### src/design/rcc_pkg.sv
// Shared constants, types and the direction table of the ray-circle caster.
package rcc_pkg;

    localparam int NUM_RAYS = 360;
    localparam int QUARTER  = NUM_RAYS / 4;

    localparam int IDX_W     = 9;
    localparam int KQ_W      = $clog2(QUARTER);
    localparam int COORD_W   = 10;
    localparam int RAD_W     = 9;
    localparam int LEN_W     = 11;
    localparam int END_W     = 12;
    localparam int CFG_W     = 11;
    localparam int CFG_IDX_W = 2;

    localparam int DIR_W   = 16;
    localparam int ENTRY_W = 2 * DIR_W;
    localparam int OFS_W   = COORD_W + 1;
    localparam int H_W     = 28;
    localparam int A_W     = 32;
    localparam int C_W     = 23;
    localparam int D_W     = 56;
    localparam int S_W     = D_W / 2;
    localparam int N_W     = 27;
    localparam int FRAC_T  = 25;
    localparam int NUM_W   = N_W + FRAC_T;
    localparam int T_W     = 24;
    localparam int M_W     = T_W + 1;
    localparam int LEN_SHIFT = FRAC_T - 15;
    localparam int P_W     = 42;
    localparam int SUM_W   = P_W + 1;

    localparam logic [COORD_W-1:0] CX_RESET  = 10'd400;
    localparam logic [COORD_W-1:0] CY_RESET  = 10'd300;
    localparam logic [RAD_W-1:0]   RAD_RESET = 9'd50;
    localparam logic [LEN_W-1:0]   LEN_RESET = 11'd1000;

    typedef enum logic [CFG_IDX_W-1:0] {
        REG_CENTER_X,
        REG_CENTER_Y,
        REG_RADIUS,
        REG_RAY_LENGTH
    } cfg_reg_t;

    typedef struct packed {
        logic [COORD_W-1:0]      lx;
        logic [COORD_W-1:0]      ly;
        logic signed [DIR_W-1:0] dx;
        logic signed [DIR_W-1:0] dy;
    } pass_t;

    typedef struct packed {
        pass_t                 p;
        logic signed [H_W-1:0] h;
        logic [A_W-1:0]        a;
        logic                  dneg;
    } sq_side_t;

    localparam longint unsigned HALF_PI_Q30 = 64'd1686629713;
    localparam longint          ONE_Q30     = 64'd1073741824;

    // Long division by shift and subtract; used only while building the table.
    function automatic longint unsigned udiv_const(longint unsigned num,
                                                   longint unsigned den);
        longint unsigned q;
        longint unsigned r;
        q = '0;
        r = '0;
        for (int bi = 63; bi >= 0; bi--)
        begin
            r = (r << 1) | ((num >> bi) & 64'd1);
            if (r >= den)
            begin
                r = r - den;
                q = q | (64'd1 << bi);
            end
        end
        return q;
    endfunction

    // Entry k holds {sin, cos} in Q1.15 for angle step k of the first quadrant.
    function automatic logic [QUARTER*ENTRY_W-1:0] build_dir_table();
        logic [QUARTER*ENTRY_W-1:0] tbl;
        longint unsigned phase;
        longint unsigned th;
        longint unsigned th2;
        longint unsigned term;
        longint          s;
        longint          c;
        longint          sq;
        longint          cq;
        tbl = '0;
        for (int k = 0; k < QUARTER; k++)
        begin
            phase = udiv_const(longint'(k) << 32, longint'(NUM_RAYS));
            th    = ((phase & 64'h3FFF_FFFF) * HALF_PI_Q30) >> 30;
            th2   = (th * th) >> 30;
            term  = th;
            s     = longint'(th);
            for (int j = 1; j <= 7; j++)
            begin
                term = udiv_const((term * th2) >> 30, longint'((2 * j) * (2 * j + 1)));
                if (j[0])
                    s = s - longint'(term);
                else
                    s = s + longint'(term);
            end
            term = ONE_Q30;
            c    = ONE_Q30;
            for (int j = 1; j <= 7; j++)
            begin
                term = udiv_const((term * th2) >> 30, longint'((2 * j - 1) * (2 * j)));
                if (j[0])
                    c = c - longint'(term);
                else
                    c = c + longint'(term);
            end
            if (s < 0) s = 0;
            if (s > ONE_Q30) s = ONE_Q30;
            if (c < 0) c = 0;
            if (c > ONE_Q30) c = ONE_Q30;
            sq = (s + 16384) >>> 15;
            cq = (c + 16384) >>> 15;
            if (sq > 32767) sq = 32767;
            if (cq > 32767) cq = 32767;
            tbl[k*ENTRY_W +: ENTRY_W] = {sq[DIR_W-1:0], cq[DIR_W-1:0]};
        end
        return tbl;
    endfunction

    localparam logic [QUARTER*ENTRY_W-1:0] DIR_TABLE = build_dir_table();

endpackage

### src/design/rcc_isqrt.sv
// Pipelined integer square root, two result bits per stage.
module rcc_isqrt import rcc_pkg::*;
(
    input  logic           clk,
    input  logic           rst_n,
    input  logic           en,
    input  logic           in_valid,
    input  logic [D_W-1:0] radicand,
    input  sq_side_t       in_side,
    output logic           out_valid,
    output logic [S_W-1:0] root,
    output sq_side_t       out_side
);

    localparam int STEPS  = 2;
    localparam int STAGES = S_W / STEPS;

    logic           v_reg    [STAGES];
    logic [D_W-1:0] rem_reg  [STAGES];
    logic [D_W-1:0] res_reg  [STAGES];
    sq_side_t       side_reg [STAGES];

    genvar g;
    for (g = 0; g < STAGES; g++)
    begin : g_stage
        logic           v_in;
        logic [D_W-1:0] rem_in;
        logic [D_W-1:0] res_in;
        sq_side_t       side_in;
        logic [D_W-1:0] rem_next;
        logic [D_W-1:0] res_next;

        if (g == 0)
        begin : g_first
            assign v_in    = in_valid;
            assign rem_in  = radicand;
            assign res_in  = '0;
            assign side_in = in_side;
        end
        else
        begin : g_rest
            assign v_in    = v_reg[g-1];
            assign rem_in  = rem_reg[g-1];
            assign res_in  = res_reg[g-1];
            assign side_in = side_reg[g-1];
        end

        always_comb
        begin : p_step
            logic [D_W-1:0] rem;
            logic [D_W-1:0] res;
            logic [D_W-1:0] bitv;
            rem = rem_in;
            res = res_in;
            for (int j = 0; j < STEPS; j++)
            begin
                bitv = D_W'(1) << (D_W - 2 - 2 * (STEPS * g + j));
                if (rem >= res + bitv)
                begin
                    rem = rem - (res + bitv);
                    res = (res >> 1) + bitv;
                end
                else
                begin
                    res = res >> 1;
                end
            end
            rem_next = rem;
            res_next = res;
        end

        always_ff @(posedge clk or negedge rst_n)
        begin
            if (!rst_n)
                v_reg[g] <= 1'b0;
            else if (en)
                v_reg[g] <= v_in;
        end

        always_ff @(posedge clk)
        begin
            if (en)
            begin
                rem_reg[g]  <= rem_next;
                res_reg[g]  <= res_next;
                side_reg[g] <= side_in;
            end
        end
    end

    assign out_valid = v_reg[STAGES-1];
    assign root      = res_reg[STAGES-1][S_W-1:0];
    assign out_side  = side_reg[STAGES-1];

endmodule

### config.mk
export PLATFORM = sky130hd
export DESIGN_NAME = rcc_isqrt
export DESIGN_NICKNAME = d
export VERILOG_FILES = /design/src/design/rcc_pkg.sv /design/src/design/rcc_isqrt.sv
export SDC_FILE = /design/constraint.sdc
export NUM_CORES = 2
export LEC_CHECK = 0
export ABC_AREA = 1
export BUFFER_PORTS_ARGS = -buffer_cell sky130_fd_sc_hd__clkbuf_2
export CORE_MARGIN = 4
export CORE_UTILIZATION = 50
export CTS_BUF_LIST = sky130_fd_sc_hd__clkbuf_16
export DETAILED_ROUTE_END_ITERATION = 7
export PLACE_DENSITY = 0.66
export SLEW_MARGIN = 20
export SYNTH_ARGS = -nofsm -noshare
export SYNTH_HDL_FRONTEND = slang
export SYNTH_SLANG_ARGS = --single-unit
### constraint.sdc
create_clock -name clk -period 9.8 [get_ports clk]
set_input_delay 0.49 -clock clk [delete_from_list [all_inputs] [get_ports clk]]
set_output_delay 0.49 -clock clk [all_outputs]
set_load 0.02 [all_outputs]
==> summary.txt <==
Number of global-route vias before repair: 90,466
Post-synth top area cell: edfxtp_1
Post-synth cell types: 69
Via/cell ratio: 5.54
Post-CTS setup buffers: 0
Top-area cell type share of the netlist area: 0.613
Slew headroom: 0.144
Pre-antenna DRT Iters: 7
DR WL met3: 20,700 microns
Global placer's final weighted congestion: 1.02
Clock Sinks: 2,534
Ranking of synthesized cells by area: edfxtp_1 61%, nand2_1 9.4%, inv_1 4.7%
Max Root-Sink Buffers: 4
Final setup fails: 0
Sw Ratio: 0.371
Detail Placement HPWL: 300,000 microns
Via count: 90,631
Grt ovf: 0
Syn Inst Count: 12,243
Switching power: 13.5 mW
H-tree lvl count: 5
WL final: 395,000 microns
Tmin final: 6930 ps
RSZ-0062 raised after global routing: no
Critical Path AT: 7550 ps
Synth Flop Type: edfxtp_1
Outcome: finished, final reports clean
Initial DRC Count: 8,894
Critical Path Fanout Max: 47
P_int: 22.9 mW
Die extent in x: 505 microns
Crit end category: register
First-pass GRT wire length: 578,000 microns
Post-route clock period utilization: 0.707
Sequential share of power: 0.392
Comb pwr share: 0.327
Root Buffer: clkbuf_16
Site Rows: 182
Die area: 0.255 sq mm
Crit path launch type: register
Netlist Area Pre-Place: 0.123 sq mm
Initial antenna violation count: 14
Post-synthesis sequential area ratio: 0.616
Final ANT Viol Nets: 0
Most frequent cell after synthesis: nand2_1
CTS tree: done
Asr flop ratio synth: 0.00552
Post-synth EDFFs: 2,520
Final hold vios: 0
Commonest cells in the netlist: 3,083 x nand2_1, 2,520 x edfxtp_1, 1,550 x inv_1
Power density over cell area: 261 mW/mm^2
Met1 WL: 153,000 microns
Share of cells above drive strength 1: 0.0710
Slew Viols, Final: 0
FMAX: 144 MHz
Mean Syn Cell Area: 10.1 sq um
Reg-to-reg endpoint: rem_reg[3][55]
Clk pin slew, worst setup/hold paths: 60 ps
Hold path endpoint: side_reg[8][80]
Register Area: 0.0760 sq mm
Global Route Usage Sum: 0.305
Initial core utilization: 0.502
Fill cells: 20,613
Hold depth: 1
RR Startpoint: res_reg[1][180]
Area Growth Syn to Fin: 12.8%
Total leakage power: 56.9 nW
Final core occ: 0.566
Skew final: 100 ps
FF+latch count, synth: 2,534
HP Class: in -> reg
DRC: 0
Port Buffers: 314
Wire length per cell: 24.2 microns
Multi-input gate area: 0.0408 sq mm
Critical Path RT: 10,420 ps
Synth Net Count: 12,861
WS Path Type: reg -> reg
Cts bufs inserted: 281
Largest net degree at the start of global routing: 214
# IOs: 315
Highest routed metal layer: met5
Clock group share of total power: 0.281
Worst reg2reg setup slack: 2870 ps
Core area: 0.246 sq mm
Max-cap violation count: 0
Yosys warnings: 0
Worst-Margin Slew: 1270 ps
Setup TNS: 0 ps
Largest register FFs: 1,582
VDD IR-drop max: 235 uV
Hold Crit Start: en
Cell depth of the worst flop-to-flop path: 25
Met2 WL: 196,000 microns
Final net count: 13,554
Clock Latency Late Sink: 960 ps
Die Span Y: 505 microns
==> worst max-delay path, stage by stage, from the launching register on <==
cell,delay (ps)
edfxtp_1,430
inv_1,110
ha_1,360
nand2_1,180
nor3_1,420
nand2_1,150
nor2_1,150
a21oi_2,80
nand2_2,70
buf_4,580
inv_1,520
buf_4,360
o21ai_0,410
ha_1,410
a21oi_1,180
inv_1,70
a31oi_1,380
o21ai_0,140
a21oi_1,140
o21ai_1,250
a21oi_1,520
nand2_1,190
nor2_1,270
nand2_1,110
nand2_1,70
a21oi_1,60
==> kinds of logic (layout without fill, tap and decap cells) <==
logic type | count (synthesis) | count (layout) | synth area share
buffers and inverters | 1692 | 2577 | 0.0536
XOR/XNOR | 389 | 389 | 0.0277
AO/OA/AOI/OAI | 1357 | 1357 | 0.0597
adder cells (fa/ha/maj) | 445 | 445 | 0.0451
other | 0 | 5 | 0
AND/OR/NAND/NOR | 5826 | 5826 | 0.198
flip-flops | 2534 | 2534 | 0.616
==> layout by cell type (no fill, tap or decap), types with 120 or more instances in the layout <==
master and instances:
a21oi_1 554, clkbuf_16 287, clkbuf_2 313, dlygate4sd3_1 168
edfxtp_1 2520, ha_1 445, inv_1 1592, nand2_1 3083
nand3_1 730, nand4_1 234, nor2_1 1396, nor3_1 120
o21ai_0 486, xnor2_1 177, xor2_1 211
==> cell type report <==
class / instances / area share
diodes: 5 / 0.0000899
clock buffers: 287 / 0.0516
clock inverters: 188 / 0.0112
inverters: 1582 / 0.0427
multi-input cells: 8017 / 0.293
flip-flops and latches: 2534 / 0.546
well taps: 3220 / 0.0289
repair buffers: 520 / 0.0264
==> power by group through the flow <==
| stage | clock network (mW) | registers (mW) | logic [mW] |
|---|---|---|---|
| floorplan | 0 | 14.0 | 7.83 |
| global placement | 0 | 14.4 | 11.6 |
| detailed placement | 0 | 14.4 | 11.6 |
| CTS | 10.4 | 14.3 | 11.7 |
| global route | 10.9 | 14.3 | 13.1 |
| finish | 10.2 | 14.3 | 11.9 |
==> routing by layer <==
layer	vias to the layer above	global-route usage
li1	42920	-
met1	43212	0.367
met2	3483	0.533
met4	10	0.167
met5	-	0
met3	1006	0.0372
==> repair_timing <==
item                      4_1_cts  5_1_grt
hold buffers                  168        0
hold endpoints to repair      180        0
resized for setup               0        0
==> worst max-delay path by stage <==
stage | end | from
CTS | rem_reg[3][55] | res_reg[1][180]
global route | rem_reg[3][6] | res_reg[1][180]
floorplan | rem_reg[3][11] | rem_reg[2][199]
global placement | rem_reg[3][47] | res_reg[1][180]
finish | rem_reg[3][55] | res_reg[1][180]
detailed placement | rem_reg[3][47] | res_reg[1][180]
==> stage by stage <==
step | hold slack, ps | power, mW | cell area, sq um | std cells | worst slack [ps]
after floorplan | 194 | 21.9 | 123000 | 12243 | 5240
after global placement | 395 | 26.0 | 129000 | 15704 | 2920
after detailed placement | 405 | 26.0 | 129000 | 15705 | 2890
after CTS | 43.5 | 36.4 | 139000 | 16348 | 2880
after global routing | 46.4 | 38.4 | 139000 | 16349 | 2550
final | 45.4 | 36.4 | 139000 | 16353 | 2870
Note: power is estimated with default switching activity, not from simulation.
