[config.mk]
export PLATFORM = sky130hd
export DESIGN_NAME = rcc_div
export DESIGN_NICKNAME = d
export VERILOG_FILES = /design/src/design/rcc_pkg.sv /design/src/design/rcc_div.sv
export SDC_FILE = /design/constraint.sdc
export NUM_CORES = 2
export LEC_CHECK = 0
export ABC_AREA = 1
export BUFFER_PORTS_ARGS = -buffer_cell sky130_fd_sc_hd__buf_4
export CORE_ASPECT_RATIO = 1.1
export CORE_MARGIN = 4
export CORE_UTILIZATION = 38
export CTS_BUF_LIST = sky130_fd_sc_hd__clkbuf_2 sky130_fd_sc_hd__clkbuf_4 sky130_fd_sc_hd__clkbuf_8
export DETAILED_ROUTE_END_ITERATION = 12
export SLEW_MARGIN = 20
export SYNTH_ARGS = -nofsm -noshare
export SYNTH_HDL_FRONTEND = slang
export SYNTH_SLANG_ARGS = --single-unit
[constraint.sdc]
create_clock -name clk -period 9.21 [get_ports clk]
set_input_delay 0 -clock clk [delete_from_list [all_inputs] [get_ports clk]]
set_output_delay 0 -clock clk [all_outputs]
set_load 0.02 [all_outputs]
[src/design/rcc_pkg.sv]
// Shared constants, types and the direction table of the ray-circle caster.
package rcc_pkg;

    localparam int NUM_RAYS = 360;
    localparam int QUARTER  = NUM_RAYS / 4;

    localparam int IDX_W     = 9;
    localparam int KQ_W      = $clog2(QUARTER);
    localparam int COORD_W   = 10;
    localparam int RAD_W     = 9;
    localparam int LEN_W     = 11;
    localparam int END_W     = 12;
    localparam int CFG_W     = 11;
    localparam int CFG_IDX_W = 2;

    localparam int DIR_W   = 16;
    localparam int ENTRY_W = 2 * DIR_W;
    localparam int OFS_W   = COORD_W + 1;
    localparam int H_W     = 28;
    localparam int A_W     = 32;
    localparam int C_W     = 23;
    localparam int D_W     = 56;
    localparam int S_W     = D_W / 2;
    localparam int N_W     = 27;
    localparam int FRAC_T  = 25;
    localparam int NUM_W   = N_W + FRAC_T;
    localparam int T_W     = 24;
    localparam int M_W     = T_W + 1;
    localparam int LEN_SHIFT = FRAC_T - 15;
    localparam int P_W     = 42;
    localparam int SUM_W   = P_W + 1;

    localparam logic [COORD_W-1:0] CX_RESET  = 10'd400;
    localparam logic [COORD_W-1:0] CY_RESET  = 10'd300;
    localparam logic [RAD_W-1:0]   RAD_RESET = 9'd50;
    localparam logic [LEN_W-1:0]   LEN_RESET = 11'd1000;

    typedef enum logic [CFG_IDX_W-1:0] {
        REG_CENTER_X,
        REG_CENTER_Y,
        REG_RADIUS,
        REG_RAY_LENGTH
    } cfg_reg_t;

    typedef struct packed {
        logic [COORD_W-1:0]      lx;
        logic [COORD_W-1:0]      ly;
        logic signed [DIR_W-1:0] dx;
        logic signed [DIR_W-1:0] dy;
    } pass_t;

    typedef struct packed {
        pass_t                 p;
        logic signed [H_W-1:0] h;
        logic [A_W-1:0]        a;
        logic                  dneg;
    } sq_side_t;

    localparam longint unsigned HALF_PI_Q30 = 64'd1686629713;
    localparam longint          ONE_Q30     = 64'd1073741824;

    // Long division by shift and subtract; used only while building the table.
    function automatic longint unsigned udiv_const(longint unsigned num,
                                                   longint unsigned den);
        longint unsigned q;
        longint unsigned r;
        q = '0;
        r = '0;
        for (int bi = 63; bi >= 0; bi--)
        begin
            r = (r << 1) | ((num >> bi) & 64'd1);
            if (r >= den)
            begin
                r = r - den;
                q = q | (64'd1 << bi);
            end
        end
        return q;
    endfunction

    // Entry k holds {sin, cos} in Q1.15 for angle step k of the first quadrant.
    function automatic logic [QUARTER*ENTRY_W-1:0] build_dir_table();
        logic [QUARTER*ENTRY_W-1:0] tbl;
        longint unsigned phase;
        longint unsigned th;
        longint unsigned th2;
        longint unsigned term;
        longint          s;
        longint          c;
        longint          sq;
        longint          cq;
        tbl = '0;
        for (int k = 0; k < QUARTER; k++)
        begin
            phase = udiv_const(longint'(k) << 32, longint'(NUM_RAYS));
            th    = ((phase & 64'h3FFF_FFFF) * HALF_PI_Q30) >> 30;
            th2   = (th * th) >> 30;
            term  = th;
            s     = longint'(th);
            for (int j = 1; j <= 7; j++)
            begin
                term = udiv_const((term * th2) >> 30, longint'((2 * j) * (2 * j + 1)));
                if (j[0])
                    s = s - longint'(term);
                else
                    s = s + longint'(term);
            end
            term = ONE_Q30;
            c    = ONE_Q30;
            for (int j = 1; j <= 7; j++)
            begin
                term = udiv_const((term * th2) >> 30, longint'((2 * j - 1) * (2 * j)));
                if (j[0])
                    c = c - longint'(term);
                else
                    c = c + longint'(term);
            end
            if (s < 0) s = 0;
            if (s > ONE_Q30) s = ONE_Q30;
            if (c < 0) c = 0;
            if (c > ONE_Q30) c = ONE_Q30;
            sq = (s + 16384) >>> 15;
            cq = (c + 16384) >>> 15;
            if (sq > 32767) sq = 32767;
            if (cq > 32767) cq = 32767;
            tbl[k*ENTRY_W +: ENTRY_W] = {sq[DIR_W-1:0], cq[DIR_W-1:0]};
        end
        return tbl;
    endfunction

    localparam logic [QUARTER*ENTRY_W-1:0] DIR_TABLE = build_dir_table();

endpackage

[src/design/rcc_div.sv]
// Pipelined unsigned restoring divider, two quotient bits per stage.
module rcc_div import rcc_pkg::*;
(
    input  logic             clk,
    input  logic             rst_n,
    input  logic             en,
    input  logic             in_valid,
    input  logic [NUM_W-1:0] num,
    input  logic [A_W-1:0]   den,
    input  pass_t            in_side,
    output logic             out_valid,
    output logic [T_W-1:0]   quot,
    output pass_t            out_side
);

    localparam int STEPS  = 2;
    localparam int STAGES = T_W / STEPS;

    logic           v_reg    [STAGES];
    logic [A_W-1:0] rem_reg  [STAGES];
    logic [A_W-1:0] den_reg  [STAGES];
    logic [T_W-1:0] lo_reg   [STAGES];
    logic [T_W-1:0] q_reg    [STAGES];
    pass_t          side_reg [STAGES];

    genvar g;
    for (g = 0; g < STAGES; g++)
    begin : g_stage
        logic           v_in;
        logic [A_W-1:0] rem_in;
        logic [A_W-1:0] den_in;
        logic [T_W-1:0] lo_in;
        logic [T_W-1:0] q_in;
        pass_t          side_in;
        logic [A_W-1:0] rem_next;
        logic [T_W-1:0] lo_next;
        logic [T_W-1:0] q_next;

        if (g == 0)
        begin : g_first
            // High dividend bits stay below the divisor, so the quotient fits T_W bits.
            assign v_in    = in_valid;
            assign rem_in  = A_W'(num[NUM_W-1:T_W]);
            assign den_in  = den;
            assign lo_in   = num[T_W-1:0];
            assign q_in    = '0;
            assign side_in = in_side;
        end
        else
        begin : g_rest
            assign v_in    = v_reg[g-1];
            assign rem_in  = rem_reg[g-1];
            assign den_in  = den_reg[g-1];
            assign lo_in   = lo_reg[g-1];
            assign q_in    = q_reg[g-1];
            assign side_in = side_reg[g-1];
        end

        always_comb
        begin : p_step
            logic [A_W:0]   trial;
            logic [A_W-1:0] rem;
            logic [T_W-1:0] lo;
            logic [T_W-1:0] q;
            rem = rem_in;
            lo  = lo_in;
            q   = q_in;
            for (int j = 0; j < STEPS; j++)
            begin
                trial = {rem, lo[T_W-1]};
                lo    = lo << 1;
                if (trial >= {1'b0, den_in})
                begin
                    rem = A_W'(trial - {1'b0, den_in});
                    q   = {q[T_W-2:0], 1'b1};
                end
                else
                begin
                    rem = trial[A_W-1:0];
                    q   = {q[T_W-2:0], 1'b0};
                end
            end
            rem_next = rem;
            lo_next  = lo;
            q_next   = q;
        end

        always_ff @(posedge clk or negedge rst_n)
        begin
            if (!rst_n)
                v_reg[g] <= 1'b0;
            else if (en)
                v_reg[g] <= v_in;
        end

        always_ff @(posedge clk)
        begin
            if (en)
            begin
                rem_reg[g]  <= rem_next;
                den_reg[g]  <= den_in;
                lo_reg[g]   <= lo_next;
                q_reg[g]    <= q_next;
                side_reg[g] <= side_in;
            end
        end
    end

    assign out_valid = v_reg[STAGES-1];
    assign quot      = q_reg[STAGES-1];
    assign out_side  = side_reg[STAGES-1];

endmodule

==> out/metrics.csv <==
stage,metric,value,unit
finish,layout_commonest_cell,nand2_1,
setup_path,worst-endpoint-required,9970,ps
sta,report.final.setup_viol,0,
logic_synthesis,synth_edf_count,1616,
setup_path,worst_setup_sp_type,flip-flop,
global_routing,antenna_found_initial,10,
setup_path,timing.critical_path.arrival,7180,ps
logic_synthesis,synthesis.area,0.108,mm^2
global_routing,globalRoute.totalOverflow,0,
logic_synthesis,yosys.cell_types.count,61,
global_routing,grt_start_max_net_pins,181,
sta,finalCritPeriodShare,69.7,%
floorplan,design.core.area,0.284,mm^2
global_routing,grt_pass1_wl,556000,um
cts,cts-htree-levels,5,
sta,fin_skew,66.2,ps
sta,timing.hold.ws,126,ps
worst_hold_path,hp-class,input pin to flip-flop,
floorplan,io_pins,217,
floorplan,die_w,517,um
finish,final_layout_size_suffix_gt1_share,6.48,%
logic_synthesis,postSynth.asyncResetShare,0.737,%
setup_path,cpLargestDelayFamily,simple AND/OR/NAND/NOR gates,
flow_run,max-cap-violations,0,
cts,clk_transition_reported_paths,60,ps
place,detailed_place.area,0.114,mm^2
route,drt_first_iter_violations,8481,
logic_synthesis,seq_total_area_yosys,45.0,%
sta,worst_max_slew_pin_slew,1100,ps
setup_path,crit_path_top_delay_cell,inv_2,
sta,report.final.slew_viol_count,0,
route,route.final.wire_length,376000,um
logic_synthesis,postSynthRegisterBits,1628,
setup_path,timing.reg2reg.worst_path_depth,25,
sta,timing.fmax,0.156,GHz
worst_hold_path,min_path_cells,2,
logic_synthesis,synthesis.instances,13300,
route,detailedRoute.firstPassIterationCount,6,
route,final_antenna_net_count,0,
sta,final_hold_viol_count,0,
cts,ctsRootBufferMaster,clkbuf_8,
finish,synthToLayoutAreaGrowth,13.6,%
logic_synthesis,ys.flop_type,edfxtp_1,
route,vias,92700,
setup_path,crit_top_cell,nand2_1,
place,globalplace.congestion,1.00,
sta,worst_slew_margin_rel,26.6,%
outcome,outcome,"complete, no violations",
logic_synthesis,synthXorXnorAreaFrac,3.78,%
place,dp_hpwl,302000,um
finish,number_of_flip_flops_under_the_largest_register_name,624,
setup_path,crit_fanout,47,
setup_path,critical-path-max-stage-delay,840,ps
worst_hold_path,worst_hold_path.endpoint,side_reg[0][30],
route,detail_route.vias_per_cell,5.16,
finish,number_of_nets_in_the_finished_design,14900,
route,drt-wirelength-per-cell,20.9,um
sta,setup-tns-final,0,ps
global_routing,grt_use_total,24.8,%
finish,layout_common_cells,"nand2_1, inv_1, edfxtp_1, nor2_1, nand3_1",
cts,cts_num_sinks,1628,
setup_path,timing.rr.end,rem_reg[5][28],
floorplan,std_cell_rows,205,
setup_path,critical_path.n_buffers_inverters,3,
floorplan,die_y,568,um
setup_path,worstSetupPathType,flip-flop to flip-flop,
cts,clock_path_buffers,4,
floorplan,floorplan.initialDensity,38.2,%
route,drc,0,
floorplan,design.die.area,0.294,mm^2
sta,fin_crit,6420,ps
logic_synthesis,synth-adder-area-share,9.25,%
setup_path,reg2reg_setup_slack,2790,ps
cts,tritoncts,built,
logic_synthesis,synth_top_family_by_area,simple AND/OR/NAND/NOR gates,
logic_synthesis,syn_avg_cell_area,8.14,um^2
logic_synthesis,post_synth_mux_area_share,0.0208,%
global_routing,via_count_of_the_first_global_routing_pass,89300,
cts,cts_made_buffers,301,
cts,insertion_delay,1050,ps
worst_hold_path,worst_hold_startpoint,en,
logic_synthesis,synthesis.nets,14200,
finish,final_area,0.123,mm^2
sta,rsz0062_at_grt,false,
cts,cts_post_setup_buffers_inserted,0,
setup_path,worst_flop_to_flop_path_startpoint,den_reg[4][16],
logic_synthesis,synth_compound_gate_area_share,8.42,%
logic_synthesis,synth-simple-area-share,26.1,%
logic_synthesis,yosysWarnings,0,
place,numPortBuffers,216,
setup_path,endpoint_kind_of_the_worst_setup_timing_path,flip-flop,
finish,layout.core_utilization,43.4,%
[cells in the mapped netlist, types with 26 or more instances]
| master | number | area, um^2 |
|---|---|---|
| nand2_1 | 4250 | 16000 |
| ha_1 | 765 | 9570 |
| xnor2_1 | 209 | 1830 |
| a21o_1 | 63 | 473 |
| inv_1 | 1809 | 6790 |
| clkbuf_1 | 32 | 120 |
| nor3_1 | 92 | 460 |
| o21bai_1 | 108 | 811 |
| buf_6 | 32 | 360 |
| o211ai_1 | 32 | 240 |
| edfxtp_1 | 1616 | 48500 |
| buf_4 | 37 | 278 |
| a21oi_2 | 26 | 228 |
| or2_2 | 28 | 175 |
| and2_1 | 35 | 219 |
| nor2_1 | 1012 | 3800 |
| a21oi_1 | 763 | 3820 |
| o21ai_0 | 411 | 2060 |
| o21ai_1 | 76 | 380 |
| nor4_1 | 36 | 225 |
| a31oi_1 | 44 | 275 |
| xor2_1 | 259 | 2270 |
| nand4_1 | 198 | 1240 |
| o21a_1 | 37 | 278 |
| nand3b_1 | 69 | 518 |
| nor2_2 | 33 | 206 |
| nand3_1 | 974 | 4870 |
| buf_2 | 65 | 325 |
[worst max path at each step]
stage	cells after the start	endpoint	startpoint	slack [ps]
floorplan	28	rem_reg[1][8]	rem_reg[0][6]	5380
global placement	25	rem_reg[5][1]	den_reg[4][16]	2940
detailed placement	25	rem_reg[5][28]	den_reg[4][16]	2920
CTS	25	rem_reg[5][28]	den_reg[4][16]	2910
global route	25	rem_reg[5][28]	den_reg[4][16]	2410
finish	25	rem_reg[5][28]	den_reg[4][16]	2790
[per-layer routing]
metal  GRT usage, %  vias up  wire, um
met5              0        -        54
met4           10.5        8     18400
met3           3.40      684     22700
met2           40.7     3095    172000
met1           32.8    43200    162000
li1               -    45700         -
[metrics by stage]
step	cells	setup slack [ps]
3_5_place_dp	17100	2920
6_report	18000	2790
3_3_place_gp	17100	2940
4_1_cts	17900	2910
5_1_grt	18000	2410
2_1_floorplan	13300	5380
[final cells by class]
type	count	area (um^2)
Antenna cell	8	20.0
Fill cell	28900	161000
Sequential cell	1628	48800
Inverter	1833	6880
Clock inverter	141	1320
Clock buffer	386	4790
Tap cell	3726	4660
Timing Repair Buffer	550	4990
Multi-Input combinational cell	9683	51600
[cells by family (layout without fill, tap and decap cells)]
logic type,count (synthesis),in the layout
simple gates,6799,6799
buf+inv,2002,2910
flops,1628,1628
compound gates,1626,1626
fa+ha+maj,788,788
xor+xnor,468,468
mux,2,2
other cells,0,8
[repair_timing]
action,CTS,global route
hold buffers,290,0
setup endpoints to repair,0,0
resized for setup,0,0
hold endpoints to repair,673,0
Power is left out: the tool's default activity adds up to more than one toggle a clock period on the data nets, which glitch-free logic cannot reach.
